`src/design/wrs_pkg.sv`:
```
// Shared constants for the win-ratio sorter.
// No dependencies; compile first.
`default_nettype none

package wrs_pkg;

	// fixed field widths of the channel words
	localparam int ID_BITS   = 4;
	localparam int WORD_BITS = 16;

endpackage

`default_nettype wire

```
`src/design/wrs_cell.sv`:
```
// One cell of the systolic insertion chain: holds one entry, compares the
// word arriving from the left and passes the larger one right. Uses wrs_pkg.
`default_nettype none

module wrs_cell
	import wrs_pkg::*;
#(
	parameter int COUNT_BITS = 16
) (
	input  wire logic                  clk,
	input  wire logic                  arst_n,
	input  wire logic                  shift,
	// word from the left neighbor
	input  wire logic                  pv_in,
	input  wire logic                  pd_in,
	input  wire logic [COUNT_BITS-1:0] pw_in,
	input  wire logic [COUNT_BITS-1:0] pa_in,
	input  wire logic [ID_BITS-1:0]    pid_in,
	// held entry of the right neighbor, used while unloading
	input  wire logic                  rv_in,
	input  wire logic [COUNT_BITS-1:0] rw_in,
	input  wire logic [COUNT_BITS-1:0] ra_in,
	input  wire logic [ID_BITS-1:0]    rid_in,
	// word passed to the right neighbor
	output logic                       pv_out,
	output logic                       pd_out,
	output logic [COUNT_BITS-1:0]      pw_out,
	output logic [COUNT_BITS-1:0]      pa_out,
	output logic [ID_BITS-1:0]         pid_out,
	// held entry
	output logic                       hv_out,
	output logic [COUNT_BITS-1:0]      hw_out,
	output logic [COUNT_BITS-1:0]      ha_out,
	output logic [ID_BITS-1:0]         hid_out
);
	logic                      hv_q;
	logic [COUNT_BITS-1:0]     hw_q;
	logic [COUNT_BITS-1:0]     ha_q;
	logic [ID_BITS-1:0]        hid_q;
	logic                      pv_q;
	logic                      pd_q;
	logic [COUNT_BITS-1:0]     pw_q;
	logic [COUNT_BITS-1:0]     pa_q;
	logic [ID_BITS-1:0]        pid_q;
	logic [2*COUNT_BITS-1:0]   held_prod;
	logic [2*COUNT_BITS-1:0]   in_prod;
	logic                      held_gt;
	logic                      take;

	// exact ratio compare: held.w / held.a > in.w / in.a
	assign held_prod = {{COUNT_BITS{1'b0}}, hw_q} * {{COUNT_BITS{1'b0}}, pa_in};
	assign in_prod   = {{COUNT_BITS{1'b0}}, pw_in} * {{COUNT_BITS{1'b0}}, ha_q};
	// no-rate held entries never outrank; a no-rate incoming word loses to any rated one
	assign held_gt = (ha_q != '0) && ((pa_in == '0) || (held_prod > in_prod));
	// a word displaced from the left ranks before every entry held to its right:
	// shift it in unconditionally so equal keys keep their load order
	assign take = !hv_q || pd_in || held_gt;

	always_ff @(posedge clk or negedge arst_n) begin
		if (!arst_n) begin
			hv_q <= 1'b0;
			pv_q <= 1'b0;
			pd_q <= 1'b0;
		end else if (shift) begin
			hv_q <= rv_in;
			pv_q <= 1'b0;
			pd_q <= 1'b0;
		end else if (pv_in) begin
			hv_q <= 1'b1;
			pv_q <= hv_q;
			pd_q <= hv_q && take;
		end else begin
			pv_q <= 1'b0;
			pd_q <= 1'b0;
		end
	end

	always_ff @(posedge clk) begin
		if (shift) begin
			hw_q  <= rw_in;
			ha_q  <= ra_in;
			hid_q <= rid_in;
		end else if (pv_in) begin
			if (take) begin
				// take the incoming word, push the held one right
				hw_q  <= pw_in;
				ha_q  <= pa_in;
				hid_q <= pid_in;
				pw_q  <= hw_q;
				pa_q  <= ha_q;
				pid_q <= hid_q;
			end else begin
				pw_q  <= pw_in;
				pa_q  <= pa_in;
				pid_q <= pid_in;
			end
		end
	end

	assign pv_out  = pv_q;
	assign pd_out  = pd_q;
	assign pw_out  = pw_q;
	assign pa_out  = pa_q;
	assign pid_out = pid_q;
	assign hv_out  = hv_q;
	assign hw_out  = hw_q;
	assign ha_out  = ha_q;
	assign hid_out = hid_q;

endmodule

`default_nettype wire

```
`config.mk`:
```
export PLATFORM = sky130hd
export DESIGN_NAME = wrs_cell
export DESIGN_NICKNAME = d
export VERILOG_FILES = /design/src/design/wrs_pkg.sv /design/src/design/wrs_cell.sv
export SDC_FILE = /design/constraint.sdc
export NUM_CORES = 1
export LEC_CHECK = 0
export BUFFER_PORTS_ARGS = -buffer_cell sky130_fd_sc_hd__clkbuf_2
export CORE_MARGIN = 5
export CORE_UTILIZATION = 30
export CTS_CLUSTER_DIAMETER = 50
export DETAILED_ROUTE_END_ITERATION = 8
export GPL_TIMING_DRIVEN = 0
export PLACE_DENSITY_LB_ADDON = 0.15
export SYNTH_ARGS = -nofsm -noshare
export SYNTH_HDL_FRONTEND = slang
export SYNTH_SLANG_ARGS = --single-unit
```
`constraint.sdc`:
```
create_clock -name clk -period 9.9 [get_ports clk]
set_input_delay 1.98 -clock clk [delete_from_list [all_inputs] [get_ports clk]]
set_output_delay 1.98 -clock clk [all_outputs]
set_load 0.005 [all_outputs]
```
==> flow_summary.toml <==
[run_status]
status = "finished clean"

[detailed_routing]
drt_iter0_markers = 1001
wire_per_inst_um = 21.5
viasPerCell = 4.86
first_pass_iters = 5
num_vias = 16518
final_antenna_net_count = 0
drc = 0
wirelength_mm = 73.0

[logic_synthesis]
synth_top_area_frac = 0.369
ys_top_cells_by_count = "inv_1 (471), fa_1 (388), nand2_1 (312)"
synth_ff_type = "edfxtp_1"
ys_top_cells_by_area = "fa_1 (37%), ha_1 (14%), edfxtp_1 (10%)"
ys_ff_latch = 75
syn_area_mm2 = 0.0211
synth_seq_area_share = 0.106
yosys_warnings = 0
synth_nets = 2976
ys_types = 57
synth_area_leader_cell = "fa_1"
ys_async_sr_fraction = 0.0400
syn_inst = 2270
synth-edff-count = 72
syn_area_per_cell_um2 = 9.28
synth_most_common_cell = "inv_1"

[cts]
numCtsBuffers = 9
clock-sinks = 75
clock_latency_ps = 390
clkTransAtPathRegs_ps = 70
cts_tree = "yes"
htreeDepth = 3
cts_buffer_depth = 2
cts-root-buf = "clkbuf_16"

[setup_path]
crit_type = "in2reg"
critPathBufInv = 11
slowest_delay_ps = 560
worst_ep_arrival_time_ps = 9820
cp_max_fo = 8
slowest_stage = "fa_2"
startpoint = "pw_in[5]"
end_kind = "register"
crit_required_ps = 10000
critPathLaunchType = "input pin"
r2r_start = "ha_out[8]$_DFFE_PP_"
crit_family = "adder cells"
cp_common_cell = "fa_1"

[floorplan]
start_util = 0.301
std_cell_rows = 97
die_y_um = 275
dieWidth_um = 275
ios = 153
design.die.area_mm2 = 0.0756
core_area_mm2 = 0.0699

[grt]
grt_pass1_vias = 17822
overflow = 0
gr-usage-all-layers = 0.195
grt_max_degree = 24
grt_pass1_wl_mm = 110
antenna_found_initial = 1

[timing]
maxSlewViolCount = 0
max_freq_mhz = 103
hold_viol_final = 0
tightest_slew_ps = 1120
setup_viol = 0
period_needed_ps = 9730
fin_ws_ps = 172
period_share = 0.983
worst_hold_slack_ps = 594
slew_headroom = 0.250
fin_skew_ps = 19.4

[job]
cap_viol_max_count = 0

[placement]
dp.cells = 3350
gp_routability_congestion = 0.898
io_buffers = 138
place_worst_setup_slack_ps = -2440
dp_hpwl_mm = 58.8

[min_path]
min_path_type = "reg2reg"
min_from = "hid_out[3]$_DFFE_PP_"

[cells_and_area]
nNetsFinal = 3156
drive_above_1_share = 0.149
fillers = 7258
instances_no_fill = 3396
area_growth_pct = 16.5
## timing repair
item	4_1_cts	5_1_grt
gates cloned	1	2
endpoints found under the setup margin	73	72
setup buffers	7	25
pin swaps	9	35
hold buffers	0	0
gates resized for setup	170	91
## logic make-up after synthesis
group | count (synthesis) | share of synthesized area
multiplexers | 72 | 0.0385
adder cells (fa/ha/maj) | 628 | 0.511
AO/OA/AOI/OAI | 194 | 0.0603
buffers and inverters | 574 | 0.102
XOR/XNOR | 57 | 0.0237
flip-flops | 75 | 0.106
AND/OR/NAND/NOR | 670 | 0.158
## cell type report
type,instances,area (um2),area share
antenna,1,2.50,0.000102
buffer,97,790,0.0322
clock buffer,9,225,0.00918
clock inverter,7,95.1,0.00387
inverter,471,1770,0.0720
multi-input combinational,1621,17000,0.693
sequential,75,2240,0.0911
tap,940,1180,0.0479
timing repair buffer,175,1250,0.0509
## state kept, by name (all words and copies together) (netlist names)
| name | flops |
|---|---|
| ha_out | 16 |
| hid_out | 4 |
| hv_out | 1 |
| hw_out | 16 |
| pa_out | 16 |
| pd_out | 1 |
| pid_out | 4 |
| pv_out | 1 |
| pw_out | 16 |
## routing by layer
metal,up-vias,track usage,part of all wire
li1,7401,-,-
met1,8594,0.270,0.45
met2,446,0.326,0.47
met3,77,0.0256,0.053
met4,0,0.0421,0.025
met5,-,0,0
## worst paths after layout
path                            slack (ps)  cells after the start              endpoint
worst max-delay path                   170                     34  ha_out[10]$_DFFE_PP_
worst min-delay path                   590                      1  pid_out[3]$_DFFE_PP_
worst max register to register         500                     34  ha_out[10]$_DFFE_PP_
worst min register to register         590                      1  pid_out[3]$_DFFE_PP_
max in group asynchronous             8210                      1      pd_out$_DFF_PN0_
min in group asynchronous             1470                      1    hv_out$_DFFE_PN0P_
## placed cells by master, fill, tap and decap left out, types with 10 or more instances in the layout
cell	n
nand3_1	11
nor2b_1	10
xnor2_1	28
fa_1	384
buf_4	40
ha_1	228
nand2_1	312
and2_1	237
mux2_2	72
a21o_1	26
o21ai_0	25
edfxtp_1	72
nor2_1	29
nor3_1	14
clkbuf_1	46
xor2_1	29
clkbuf_2	120
nand2b_1	16
clkbuf_8	11
clkbuf_16	20
a21oi_1	56
inv_1	466
clkbuf_4	13
## through the flow
stage               TNS (ps)  cell area [um2]  utilization
floorplan                  0            21100            -
global placement     -164000            23000        0.328
detailed placement   -146970            23000        0.329
CTS                        0            24000        0.343
global route           -1460            24500        0.351
finish                     0            24500        0.351
Power is left out: the tool's default activity adds up to more than one toggle a clock period on the data nets, which glitch-free logic cannot reach.
